$ cat src/hdl/burst_fifo_with_peek_ack_unit_defines.svh
// ----------------------------------------------------------------------------
// Assertion macros
// Concurrent assertion wrappers, compiled out for synthesis.
// ----------------------------------------------------------------------------
`ifndef BURST_FIFO_WITH_PEEK_ACK_UNIT_DEFINES_SVH
`define BURST_FIFO_WITH_PEEK_ACK_UNIT_DEFINES_SVH

`ifndef SYNTHESIS
`define BFPA_ASSERT(lbl, prop, msg) \
	lbl: assert property (@(posedge clk) disable iff (!arst_n) prop) else $error(msg);
`define BFPA_ASSERT_ALWAYS(lbl, prop, msg) \
	lbl: assert property (@(posedge clk) prop) else $error(msg);
`else
`define BFPA_ASSERT(lbl, prop, msg)
`define BFPA_ASSERT_ALWAYS(lbl, prop, msg)
`endif

`endif

$ cat src/hdl/bfpa_pkg.sv
// ----------------------------------------------------------------------------
// bfpa_pkg
// Shared constants, types and helpers of the burst FIFO with peek and ack.
// ----------------------------------------------------------------------------
package bfpa_pkg;

	localparam int STORE_DEPTH = 64;
	localparam int ITEM_BITS   = 32;
	localparam int ADDR_W      = $clog2(STORE_DEPTH);
	localparam int CNT_W       = $clog2(STORE_DEPTH + 1);
	localparam int OP_W        = 3;
	localparam int STAT_W      = 2;

	localparam int S_TDATA_W = ((ITEM_BITS + CNT_W + 7) / 8) * 8;
	localparam int M_TDATA_W = ((ITEM_BITS + 3 * CNT_W + 2 + 7) / 8) * 8;

	// job queue, power of two
	localparam int JQ_DEPTH = 4;
	localparam int JQ_AW    = $clog2(JQ_DEPTH);
	localparam int JQ_CW    = $clog2(JQ_DEPTH + 1);
	localparam int PEND_W   = $clog2(JQ_DEPTH + 3);

	localparam logic [OP_W-1:0] OP_WRITE = 3'd0;
	localparam logic [OP_W-1:0] OP_READ  = 3'd1;
	localparam logic [OP_W-1:0] OP_PEEK  = 3'd2;
	localparam logic [OP_W-1:0] OP_ACK   = 3'd3;
	localparam logic [OP_W-1:0] OP_FLUSH = 3'd4;

	localparam logic [STAT_W-1:0] ST_OK     = 2'd0;
	localparam logic [STAT_W-1:0] ST_REJECT = 2'd1;
	localparam logic [STAT_W-1:0] ST_NONE   = 2'd2;

	typedef struct packed {
		logic              deliver;
		logic [ADDR_W-1:0] ptr;
		logic [CNT_W-1:0]  n;
		logic [STAT_W-1:0] status;
		logic [CNT_W-1:0]  fill;
		logic [CNT_W-1:0]  space;
		logic              empty;
		logic              full;
	} job_t;

	typedef struct packed {
		logic              is_data;
		logic              last;
		logic [STAT_W-1:0] status;
		logic [CNT_W-1:0]  delivered;
		logic [CNT_W-1:0]  fill;
		logic [CNT_W-1:0]  space;
		logic              empty;
		logic              full;
	} res_t;

	// p + n modulo depth, for p < depth and n <= depth
	function automatic logic [ADDR_W-1:0] wrap_add(input logic [ADDR_W-1:0] p,
			input logic [CNT_W-1:0] n, input logic [CNT_W-1:0] depth);
		logic [CNT_W:0] s;
		s = {{(CNT_W + 1 - ADDR_W){1'b0}}, p} + {1'b0, n};
		if (s >= {1'b0, depth}) begin
			s = s - {1'b0, depth};
		end
		return s[ADDR_W-1:0];
	endfunction

endpackage

$ cat src/hdl/burst_fifo_with_peek_ack_unit.sv
// ----------------------------------------------------------------------------
// burst_fifo_with_peek_ack_unit
// Circular FIFO with all-or-nothing burst writes, read, peek, ack and flush.
// ----------------------------------------------------------------------------
// Commands enter on the s_ stream: operation in s_tuser, element and count
// in s_tdata. Results leave on the m_ stream, m_tlast on the final beat of
// each command; status travels in m_tuser.
// While s_tready is high the front end takes one command per cycle and
// updates the pointers and occupancy at once; a four-entry job queue feeds
// the delivery back end. Write, ack, flush, unused codes and a read or peek
// that finds nothing give one result beat; read and peek otherwise give one
// beat per element, one per cycle while m_tready stays high, as the storage
// read port allows. A write waits while a read or peek is still reading
// storage, since its slot may be one that delivery has yet to read.
// Reset empties the queue and sets depth in use to 64; storage is not
// cleared. A write on cfg_we sets depth in use (saturated to 1..64) and
// empties the queue; write it only while the block is idle.
// When the receiver stalls, result beats hold, the job queue fills and then
// s_tready falls.
// ----------------------------------------------------------------------------
module burst_fifo_with_peek_ack_unit (
	input  logic                           clk,
	input  logic                           arst_n,
	input  logic                           cfg_we,
	input  logic [bfpa_pkg::CNT_W-1:0]     cfg_wdata,
	input  logic                           s_tvalid,
	output logic                           s_tready,
	// item_data, request_count
	input  logic [bfpa_pkg::S_TDATA_W-1:0] s_tdata,
	// operation
	input  logic [bfpa_pkg::OP_W-1:0]      s_tuser,
	output logic                           m_tvalid,
	input  logic                           m_tready,
	// result_data, delivered_total, fill_level, space_left, empty_flag, full_flag
	output logic [bfpa_pkg::M_TDATA_W-1:0] m_tdata,
	// result_last
	output logic                           m_tlast,
	// status
	output logic [bfpa_pkg::STAT_W-1:0]    m_tuser
);
	import bfpa_pkg::*;

	job_t              push_job, head;
	res_t              res;
	logic              push, q_full, q_nonempty, pop, deliver_done;
	logic              mem_we, mem_re;
	logic [ADDR_W-1:0] mem_waddr, mem_raddr;
	logic [ITEM_BITS-1:0] mem_wdata, mem_rdata, res_data;
	logic [CNT_W-1:0]  depth;

	bfpa_front u_front (
		.clk          (clk),
		.arst_n       (arst_n),
		.cfg_we       (cfg_we),
		.cfg_wdata    (cfg_wdata),
		.cmd_valid    (s_tvalid),
		.cmd_ready    (s_tready),
		.cmd_op       (s_tuser),
		.cmd_data     (s_tdata[ITEM_BITS-1:0]),
		.cmd_count    (s_tdata[ITEM_BITS+CNT_W-1:ITEM_BITS]),
		.push         (push),
		.job          (push_job),
		.q_full       (q_full),
		.deliver_done (deliver_done),
		.mem_we       (mem_we),
		.mem_waddr    (mem_waddr),
		.mem_wdata    (mem_wdata),
		.depth        (depth)
	);

	bfpa_job_queue u_queue (
		.clk      (clk),
		.arst_n   (arst_n),
		.push     (push),
		.push_job (push_job),
		.full     (q_full),
		.pop      (pop),
		.nonempty (q_nonempty),
		.head     (head)
	);

	bfpa_ram #(
		.WIDTH (ITEM_BITS),
		.DEPTH (STORE_DEPTH)
	) u_store (
		.clk   (clk),
		.we    (mem_we),
		.waddr (mem_waddr),
		.wdata (mem_wdata),
		.re    (mem_re),
		.raddr (mem_raddr),
		.rdata (mem_rdata)
	);

	bfpa_back u_back (
		.clk          (clk),
		.arst_n       (arst_n),
		.depth        (depth),
		.q_nonempty   (q_nonempty),
		.head         (head),
		.pop          (pop),
		.mem_re       (mem_re),
		.mem_raddr    (mem_raddr),
		.mem_rdata    (mem_rdata),
		.deliver_done (deliver_done),
		.out_valid    (m_tvalid),
		.out_ready    (m_tready),
		.out_res      (res),
		.out_data     (res_data)
	);

	assign m_tdata = M_TDATA_W'({res.full, res.empty, res.space, res.fill,
		res.delivered, res_data});
	assign m_tlast = res.last;
	assign m_tuser = res.status;

endmodule

$ cat src/hdl/bfpa_ram.sv
// ----------------------------------------------------------------------------
// bfpa_ram
// Generic simple dual-port RAM, one write port, one registered read port.
// ----------------------------------------------------------------------------
module bfpa_ram #(
	parameter int WIDTH = 32,
	parameter int DEPTH = 64
) (
	input  logic                     clk,
	input  logic                     we,
	input  logic [$clog2(DEPTH)-1:0] waddr,
	input  logic [WIDTH-1:0]         wdata,
	input  logic                     re,
	input  logic [$clog2(DEPTH)-1:0] raddr,
	output logic [WIDTH-1:0]         rdata
);

	logic [WIDTH-1:0] mem_q [DEPTH];

	always_ff @(posedge clk) begin
		if (we) begin
			mem_q[waddr] <= wdata;
		end
		if (re) begin
			rdata <= mem_q[raddr];
		end
	end

endmodule

$ cat src/hdl/bfpa_front.sv
// ----------------------------------------------------------------------------
// bfpa_front
// Command front end: pointers, occupancy, burst admission, storage writes.
// ----------------------------------------------------------------------------
`include "burst_fifo_with_peek_ack_unit_defines.svh"

module bfpa_front (
	input  logic                           clk,
	input  logic                           arst_n,
	input  logic                           cfg_we,
	input  logic [bfpa_pkg::CNT_W-1:0]     cfg_wdata,
	input  logic                           cmd_valid,
	output logic                           cmd_ready,
	input  logic [bfpa_pkg::OP_W-1:0]      cmd_op,
	input  logic [bfpa_pkg::ITEM_BITS-1:0] cmd_data,
	input  logic [bfpa_pkg::CNT_W-1:0]     cmd_count,
	output logic                           push,
	output bfpa_pkg::job_t                 job,
	input  logic                           q_full,
	input  logic                           deliver_done,
	output logic                           mem_we,
	output logic [bfpa_pkg::ADDR_W-1:0]    mem_waddr,
	output logic [bfpa_pkg::ITEM_BITS-1:0] mem_wdata,
	output logic [bfpa_pkg::CNT_W-1:0]     depth
);
	import bfpa_pkg::*;

	logic [CNT_W-1:0]  depth_q, occ_q, brem_q;
	logic [ADDR_W-1:0] wp_q, rp_q;
	logic              bacc_q;
	logic [PEND_W-1:0] pend_q;

	logic [CNT_W-1:0]  occ_n, brem_n, space, len, take, cfg_sat;
	logic [ADDR_W-1:0] wp_n, rp_n;
	logic              bacc_n, store, flush, accept;

	assign cmd_ready = !q_full && !(cmd_op == OP_WRITE && pend_q != '0);
	assign accept    = cmd_valid && cmd_ready;
	assign push      = accept;
	assign depth     = depth_q;
	assign mem_waddr = wp_q;
	assign mem_wdata = cmd_data;
	assign mem_we    = accept && store;

	always_comb begin
		space  = depth_q - occ_q;
		len    = (cmd_count == '0) ? CNT_W'(1) : cmd_count;
		take   = (cmd_count < occ_q) ? cmd_count : occ_q;
		wp_n   = wp_q;
		rp_n   = rp_q;
		occ_n  = occ_q;
		brem_n = brem_q;
		bacc_n = bacc_q;
		store  = 1'b0;
		flush  = 1'b0;
		job.deliver = 1'b0;
		job.ptr     = rp_q;
		job.n       = '0;
		job.status  = ST_OK;
		unique case (cmd_op) inside
			OP_WRITE: begin
				if (brem_q == '0) begin
					bacc_n = (space >= len);
					brem_n = len - CNT_W'(1);
				end else begin
					brem_n = brem_q - CNT_W'(1);
				end
				if (bacc_n && occ_q < depth_q) begin
					store = 1'b1;
					wp_n  = wrap_add(wp_q, CNT_W'(1), depth_q);
					occ_n = occ_q + CNT_W'(1);
				end else begin
					job.status = ST_REJECT;
				end
			end
			OP_READ, OP_PEEK, OP_ACK: begin
				if (take == '0) begin
					job.status = ST_NONE;
				end else begin
					job.n       = take;
					job.deliver = (cmd_op != OP_ACK);
					if (cmd_op != OP_PEEK) begin
						rp_n  = wrap_add(rp_q, take, depth_q);
						occ_n = occ_q - take;
					end
				end
			end
			OP_FLUSH: begin
				flush = 1'b1;
				wp_n   = '0;
				rp_n   = '0;
				occ_n  = '0;
				brem_n = '0;
				bacc_n = 1'b0;
			end
			default: begin
			end
		endcase
		job.fill  = occ_n;
		job.space = depth_q - occ_n;
		job.empty = (occ_n == '0);
		job.full  = (occ_n == depth_q);
	end

	always_comb begin
		cfg_sat = cfg_wdata;
		if (cfg_wdata == '0) begin
			cfg_sat = CNT_W'(1);
		end else if (cfg_wdata > CNT_W'(STORE_DEPTH)) begin
			cfg_sat = CNT_W'(STORE_DEPTH);
		end
	end

	always_ff @(posedge clk or negedge arst_n) begin
		if (!arst_n) begin
			depth_q <= CNT_W'(STORE_DEPTH);
			wp_q    <= '0;
			rp_q    <= '0;
			occ_q   <= '0;
			brem_q  <= '0;
			bacc_q  <= 1'b0;
			pend_q  <= '0;
		end else begin
			if (cfg_we) begin
				depth_q <= cfg_sat;
				wp_q    <= '0;
				rp_q    <= '0;
				occ_q   <= '0;
				brem_q  <= '0;
				bacc_q  <= 1'b0;
			end else if (accept) begin
				wp_q   <= wp_n;
				rp_q   <= rp_n;
				occ_q  <= occ_n;
				brem_q <= brem_n;
				bacc_q <= bacc_n;
			end
			pend_q <= pend_q + PEND_W'(accept && job.deliver) - PEND_W'(deliver_done);
		end
	end

	logic [CNT_W:0] tail_sum;
	logic [CNT_W:0] tail;
	assign tail_sum = {{(CNT_W + 1 - ADDR_W){1'b0}}, rp_q} + {1'b0, occ_q};
	assign tail     = (tail_sum >= {1'b0, depth_q}) ? tail_sum - {1'b0, depth_q} : tail_sum;

	`BFPA_ASSERT(a_occ_le_depth, occ_q <= depth_q, "occupancy above depth in use")
	`BFPA_ASSERT(a_depth_range, depth_q != '0 && depth_q <= CNT_W'(STORE_DEPTH),
		"depth in use out of range")
	`BFPA_ASSERT(a_ptr_consistent, tail[ADDR_W-1:0] == wp_q && tail < {1'b0, depth_q},
		"write pointer disagrees with read pointer plus occupancy")
	`BFPA_ASSERT(a_no_write_under_read, mem_we |-> pend_q == '0,
		"storage written while a delivery is in flight")
	`BFPA_ASSERT(a_flush_clears, accept && flush |=> occ_q == '0 && brem_q == '0,
		"flush left entries or a burst behind")

endmodule

$ cat src/hdl/bfpa_job_queue.sv
// ----------------------------------------------------------------------------
// bfpa_job_queue
// Small register FIFO of jobs between front end and delivery back end.
// ----------------------------------------------------------------------------
module bfpa_job_queue (
	input  logic           clk,
	input  logic           arst_n,
	input  logic           push,
	input  bfpa_pkg::job_t push_job,
	output logic           full,
	input  logic           pop,
	output logic           nonempty,
	output bfpa_pkg::job_t head
);
	import bfpa_pkg::*;

	job_t             ent_q [JQ_DEPTH];
	logic [JQ_AW-1:0] wr_q, rd_q;
	logic [JQ_CW-1:0] cnt_q;

	assign full     = (cnt_q == JQ_CW'(JQ_DEPTH));
	assign nonempty = (cnt_q != '0);
	assign head     = ent_q[rd_q];

	always_ff @(posedge clk) begin
		if (push) begin
			ent_q[wr_q] <= push_job;
		end
	end

	always_ff @(posedge clk or negedge arst_n) begin
		if (!arst_n) begin
			wr_q  <= '0;
			rd_q  <= '0;
			cnt_q <= '0;
		end else begin
			if (push) begin
				wr_q <= wr_q + JQ_AW'(1);
			end
			if (pop) begin
				rd_q <= rd_q + JQ_AW'(1);
			end
			cnt_q <= cnt_q + JQ_CW'(push) - JQ_CW'(pop);
		end
	end

endmodule

$ cat src/hdl/bfpa_back.sv
// ----------------------------------------------------------------------------
// bfpa_back
// Delivery back end: expands jobs into result beats, storage read pipeline.
// ----------------------------------------------------------------------------
`include "burst_fifo_with_peek_ack_unit_defines.svh"

module bfpa_back (
	input  logic                           clk,
	input  logic                           arst_n,
	input  logic [bfpa_pkg::CNT_W-1:0]     depth,
	input  logic                           q_nonempty,
	input  bfpa_pkg::job_t                 head,
	output logic                           pop,
	output logic                           mem_re,
	output logic [bfpa_pkg::ADDR_W-1:0]    mem_raddr,
	input  logic [bfpa_pkg::ITEM_BITS-1:0] mem_rdata,
	output logic                           deliver_done,
	output logic                           out_valid,
	input  logic                           out_ready,
	output bfpa_pkg::res_t                 out_res,
	output logic [bfpa_pkg::ITEM_BITS-1:0] out_data
);
	import bfpa_pkg::*;

	logic              active_q, s1_vld_s1, out_vld_q;
	logic [ADDR_W-1:0] ptr_q;
	logic [CNT_W-1:0]  left_q;
	job_t              cur_q;
	res_t              res_s1, res_q;
	logic [ITEM_BITS-1:0] data_q;
	logic              advance;

	assign advance      = !out_vld_q || out_ready;
	assign pop          = advance && !active_q && q_nonempty;
	assign mem_re       = advance;
	assign mem_raddr    = active_q ? ptr_q : head.ptr;
	assign deliver_done = advance && s1_vld_s1 && res_s1.is_data && res_s1.last;
	assign out_valid    = out_vld_q;
	assign out_res      = res_q;
	assign out_data     = data_q;

	always_ff @(posedge clk or negedge arst_n) begin
		if (!arst_n) begin
			active_q  <= 1'b0;
			s1_vld_s1 <= 1'b0;
			out_vld_q <= 1'b0;
			ptr_q     <= '0;
			left_q    <= '0;
		end else if (advance) begin
			out_vld_q <= s1_vld_s1;
			if (active_q) begin
				s1_vld_s1 <= 1'b1;
				ptr_q     <= wrap_add(ptr_q, CNT_W'(1), depth);
				left_q    <= left_q - CNT_W'(1);
				active_q  <= (left_q != CNT_W'(1));
			end else if (q_nonempty) begin
				s1_vld_s1 <= 1'b1;
				if (head.deliver && head.n != CNT_W'(1)) begin
					active_q <= 1'b1;
					ptr_q    <= wrap_add(head.ptr, CNT_W'(1), depth);
					left_q   <= head.n - CNT_W'(1);
				end
			end else begin
				s1_vld_s1 <= 1'b0;
			end
		end
	end

	always_ff @(posedge clk) begin
		if (advance) begin
			res_q  <= res_s1;
			data_q <= res_s1.is_data ? mem_rdata : '0;
			if (active_q) begin
				res_s1.is_data   <= 1'b1;
				res_s1.last      <= (left_q == CNT_W'(1));
				res_s1.status    <= cur_q.status;
				res_s1.delivered <= cur_q.n;
				res_s1.fill      <= cur_q.fill;
				res_s1.space     <= cur_q.space;
				res_s1.empty     <= cur_q.empty;
				res_s1.full      <= cur_q.full;
			end else begin
				cur_q            <= head;
				res_s1.is_data   <= head.deliver;
				res_s1.last      <= !head.deliver || head.n == CNT_W'(1);
				res_s1.status    <= head.status;
				res_s1.delivered <= head.n;
				res_s1.fill      <= head.fill;
				res_s1.space     <= head.space;
				res_s1.empty     <= head.empty;
				res_s1.full      <= head.full;
			end
		end
	end

	`BFPA_ASSERT(a_active_has_left, active_q |-> left_q != '0,
		"delivery active with no elements left")
	`BFPA_ASSERT(a_mid_burst_active, s1_vld_s1 && res_s1.is_data && !res_s1.last |-> active_q,
		"non-final element issued without an active delivery")

endmodule

$ cat config.mk
export PLATFORM = sky130hd
export DESIGN_NAME = burst_fifo_with_peek_ack_unit
export DESIGN_NICKNAME = d
export VERILOG_FILES = /design/src/hdl/bfpa_pkg.sv /design/src/hdl/burst_fifo_with_peek_ack_unit.sv /design/src/hdl/bfpa_ram.sv /design/src/hdl/bfpa_front.sv /design/src/hdl/bfpa_job_queue.sv /design/src/hdl/bfpa_back.sv
export VERILOG_INCLUDE_DIRS = /design/src /design/src/hdl
export SDC_FILE = /design/constraint.sdc
export NUM_CORES = 2
export LEC_CHECK = 0
export BUFFER_PORTS_ARGS = -buffer_cell sky130_fd_sc_hd__buf_2
export CAP_MARGIN = 20
export CORE_MARGIN = 3
export CORE_UTILIZATION = 40
export DETAILED_ROUTE_END_ITERATION = 8
export SLEW_MARGIN = 0
export SYNTH_ARGS = -nofsm -noshare
export SYNTH_HDL_FRONTEND = slang
export SYNTH_SLANG_ARGS = --single-unit
$ cat constraint.sdc
create_clock -name clk -period 5.2 [get_ports clk]
set_clock_uncertainty 0.05 [all_clocks]
set_input_delay 1.04 -clock clk [delete_from_list [all_inputs] [get_ports clk]]
set_output_delay 1.04 -clock clk [all_outputs]
set_load 0.01 [all_outputs]
==> reports/results.tsv <==
metric	value	unit
largest net degree at the start of global routing	86	
1st-iter DRT viols	4890	
reg-to-reg startpoint	u_front.depth[0]$_DFFE_PN0P_	
Final Hold Fails	0	
CTS Buffer Depth	3	
Core Area	236000	sq um
Clock Root Buffer	clkbuf_16	
Setup CP Type	flop to flop	
Post-synth EDFFs	2318	
fin crit period	4.88	ns
period utilization	0.939	
setup TNS	0	ns
Seq cells post-synth	2378	
Synth Area per Inst	19.6	sq um
layout cells sized above 1	0.265	
Crit path max-delay family	simple AND/OR/NAND/NOR gates	
Worst Hold Class	primary input to asynchronous set/reset pin	
routed via count	48600	
detailed-route DRC error count	0	
Post-Synth Simple-Gate Area	0.0405	
Final WS setup	0.317	ns
Worst EP arrival	5.40	ns
Least-Margin Pin Slew	1.00	ns
WP buf/inv	4	
CTS tree	built	
leading area contributor after synthesis	edfxtp_1	
via/cell ratio	5.64	
mux share of post-synthesis cell area	0.133	
sequence of cells on the critical path	inv_1, ha_1, fa_1, nor2b_1, o21ai_0, nand2b_1, a21o_1, a21oi_1, xnor2_1, ha_1, nand3_1, nor3_2, o211ai_1, buf_4, nor3_1, nand2b_1, buf_4, nor2_4, buf_4	
first-pass GRT wire length	342000	microns
Compound-Gate Fraction of Synth Area	0.0394	
Place WS	-0.435	ns
xor-xnor portion of the synthesized cell area	0.00563	
FFs w/ async S/R, synth	0.0252	
Slew HR	0.331	
Peak VDD IR	500	uV
Seq/Total Area, Yosys	0.749	
Lkg Pwr	35.7	nW
Syn Inst Count	4838	
Post-DP HPWL	134000	microns
Starting Density	0.403	
slowest stage delay, CP	0.63	ns
grt ovf	0	
cell with the most instances after synthesis	edfxtp_1	
Commonest cells post-synth	edfxtp_1, mux4_2, nand2_1	
hold buffer count at cts	0	
syn_nets	4983	
htree depth	4	
CP Max Fanout	20	
cts bufs inserted	225	
initial antenna violation count	20	
WL/cell	26.9	microns
Die Y	493	microns
GRT Util Overall	0.190	
area grow syn2layout	16.4	%
Adder-Cell Fraction of Synth Area	0.0130	
CTS Sinks	2378	
GPL Wtd Cong	0.828	
yosys warns	0	
Crit path top cell by count	buf_4	
R2R depth	19	
Pwr Total	63.8	mW
outcome	finished clean	
Die Width	493	microns
Final setup viols	0	
final core utilization	0.469	
RR Endpoint	u_store.mem_q[47][4]$_DFFE_PP_	
vias in the first global route	49200	
Cell Pwr Density	577	nW/um^2
IO Count	116	
# nets final	5423	
Synth Flop Type	edfxtp_1	
Clock transition at path regs	0.07	ns
Fmax	205	MHz
I/O Buffers	113	
reg2reg setup slack	0.32	ns
Clock Latency Late Sink	0.84	ns
Synth cell types	67	
post-route ant nets	0	
Worst Setup End Kind	flop	
largest cells by area after synthesis	edfxtp_1, mux4_2, nand2_1, dfrtp_1, a211oi_1	
Max Cap Viol	0	
Crit path required time	5.72	ns
crit start category	flop	
die area	243000	sq um
drt pass-1 iters	5	
fillers	19600	
synthesized area	94900	sq um
WL final	232000	microns
Slew Limit Fails	0	
largest family of logic cells by synthesized area	multiplexers	
Core Rows	178	
Worst path slowest cell	nor2_4	
share of the synthesized area in the top cell type	0.733	
[worst max-delay path by stage]
stage | startpoint | end | slack, ns | cells past startpoint
after floorplan | u_front.depth[1]$_DFFE_PN0P_ | u_store.mem_q[54][0]$_DFFE_PP_ | -0.13 | 16
after global placement | s_tdata[37] | u_front.rp_q[0]$_DFFE_PN0P_ | -0.47 | 21
after detailed placement | s_tdata[37] | u_front.rp_q[4]$_DFFE_PN0P_ | -0.43 | 20
after CTS | u_front.depth[0]$_DFFE_PN0P_ | u_store.mem_q[37][14]$_DFFE_PP_ | 0.006 | 19
after global routing | u_front.occ_q[5]$_DFFE_PN0N_ | u_queue.ent_q[0][8]$_DFFE_PP_ | -0.003 | 23
final | u_front.depth[0]$_DFFE_PN0P_ | u_store.mem_q[47][4]$_DFFE_PP_ | 0.32 | 19
[per-stage QoR]
step / std cells / instance area (sq um) / hold WS, ns
2_1_floorplan: 4838 / 94900 / 0.350
3_3_place_gp: 8168 / 102000 / 0.352
3_5_place_dp: 8169 / 102000 / 0.355
4_1_cts: 8582 / 110000 / 0.304
5_1_grt: 8619 / 110000 / 0.00384
6_report: 8620 / 110000 / 0.0329
[metal layers]
layer	global-route usage	share of wire	vias to the layer above
met3	0.0283	0.065	312
met2	0.309	0.49	1614
met1	0.272	0.43	26100
li1	-	-	20600
met4	0.0470	0.020	4
met5	0	0.00012	-
[cell type report]
class                      count  area [sq um]  area share
inverter                      70           268     0.00242
clock buffer                 272          5830      0.0528
sequential                  2378         71100       0.644
tap                         3150          3940      0.0357
multi-input combinational   2124         22500       0.204
clock inverter               141          1610      0.0146
timing repair buffer         479          5140      0.0466
antenna                        6          15.0    0.000136
[registers in the layout, indices dropped and copies added (netlist names), 2 cells and up]
signal	cells
u_back.cur_q	25
u_back.left_q	7
u_back.out_data	32
u_back.out_res	26
u_back.ptr_q	6
u_back.res_s1	27
u_front.brem_q	7
u_front.depth	7
u_front.mem_waddr	6
u_front.occ_q	7
u_front.pend_q	3
u_front.rp_q	6
u_queue.cnt_q	3
u_queue.ent_q	128
u_queue.rd_q	2
u_queue.wr_q	2
u_store.mem_q	2048
u_store.rdata	32
[layout by cell type, fill, tap and decap left out, drive strengths merged, types with 80 or more instances in the layout]
master	n
mux4	544
buf	479
and2	164
nand2	409
a211oi	173
a21oi	116
edfxtp	2318
clkbuf	272
clkinv	100
nor2	146
ha	80
[power by group]
part / total, mW / switching [mW] / leakage (nW) / internal, mW
Combinational: 24.7 / 13.9 / 10.4 / 10.7
Sequential: 22.6 / 0.325 / 21.7 / 22.3
Clock: 16.5 / 7.12 / 3.62 / 9.39
[kinds of logic after synthesis]
logic type,Yosys count
compound gates,553
xor+xnor,61
fa+ha+maj,93
buf+inv,336
flops,2378
mux,576
other cells,1
simple gates,840
[repair_timing]
| action | CTS | global route |
|---|---|---|
| resized for setup | 0 | 14 |
| buffers inserted | 0 | 9 |
| setup endpoints to repair | 0 | 66 |
(Power assumes the default switching activity.)
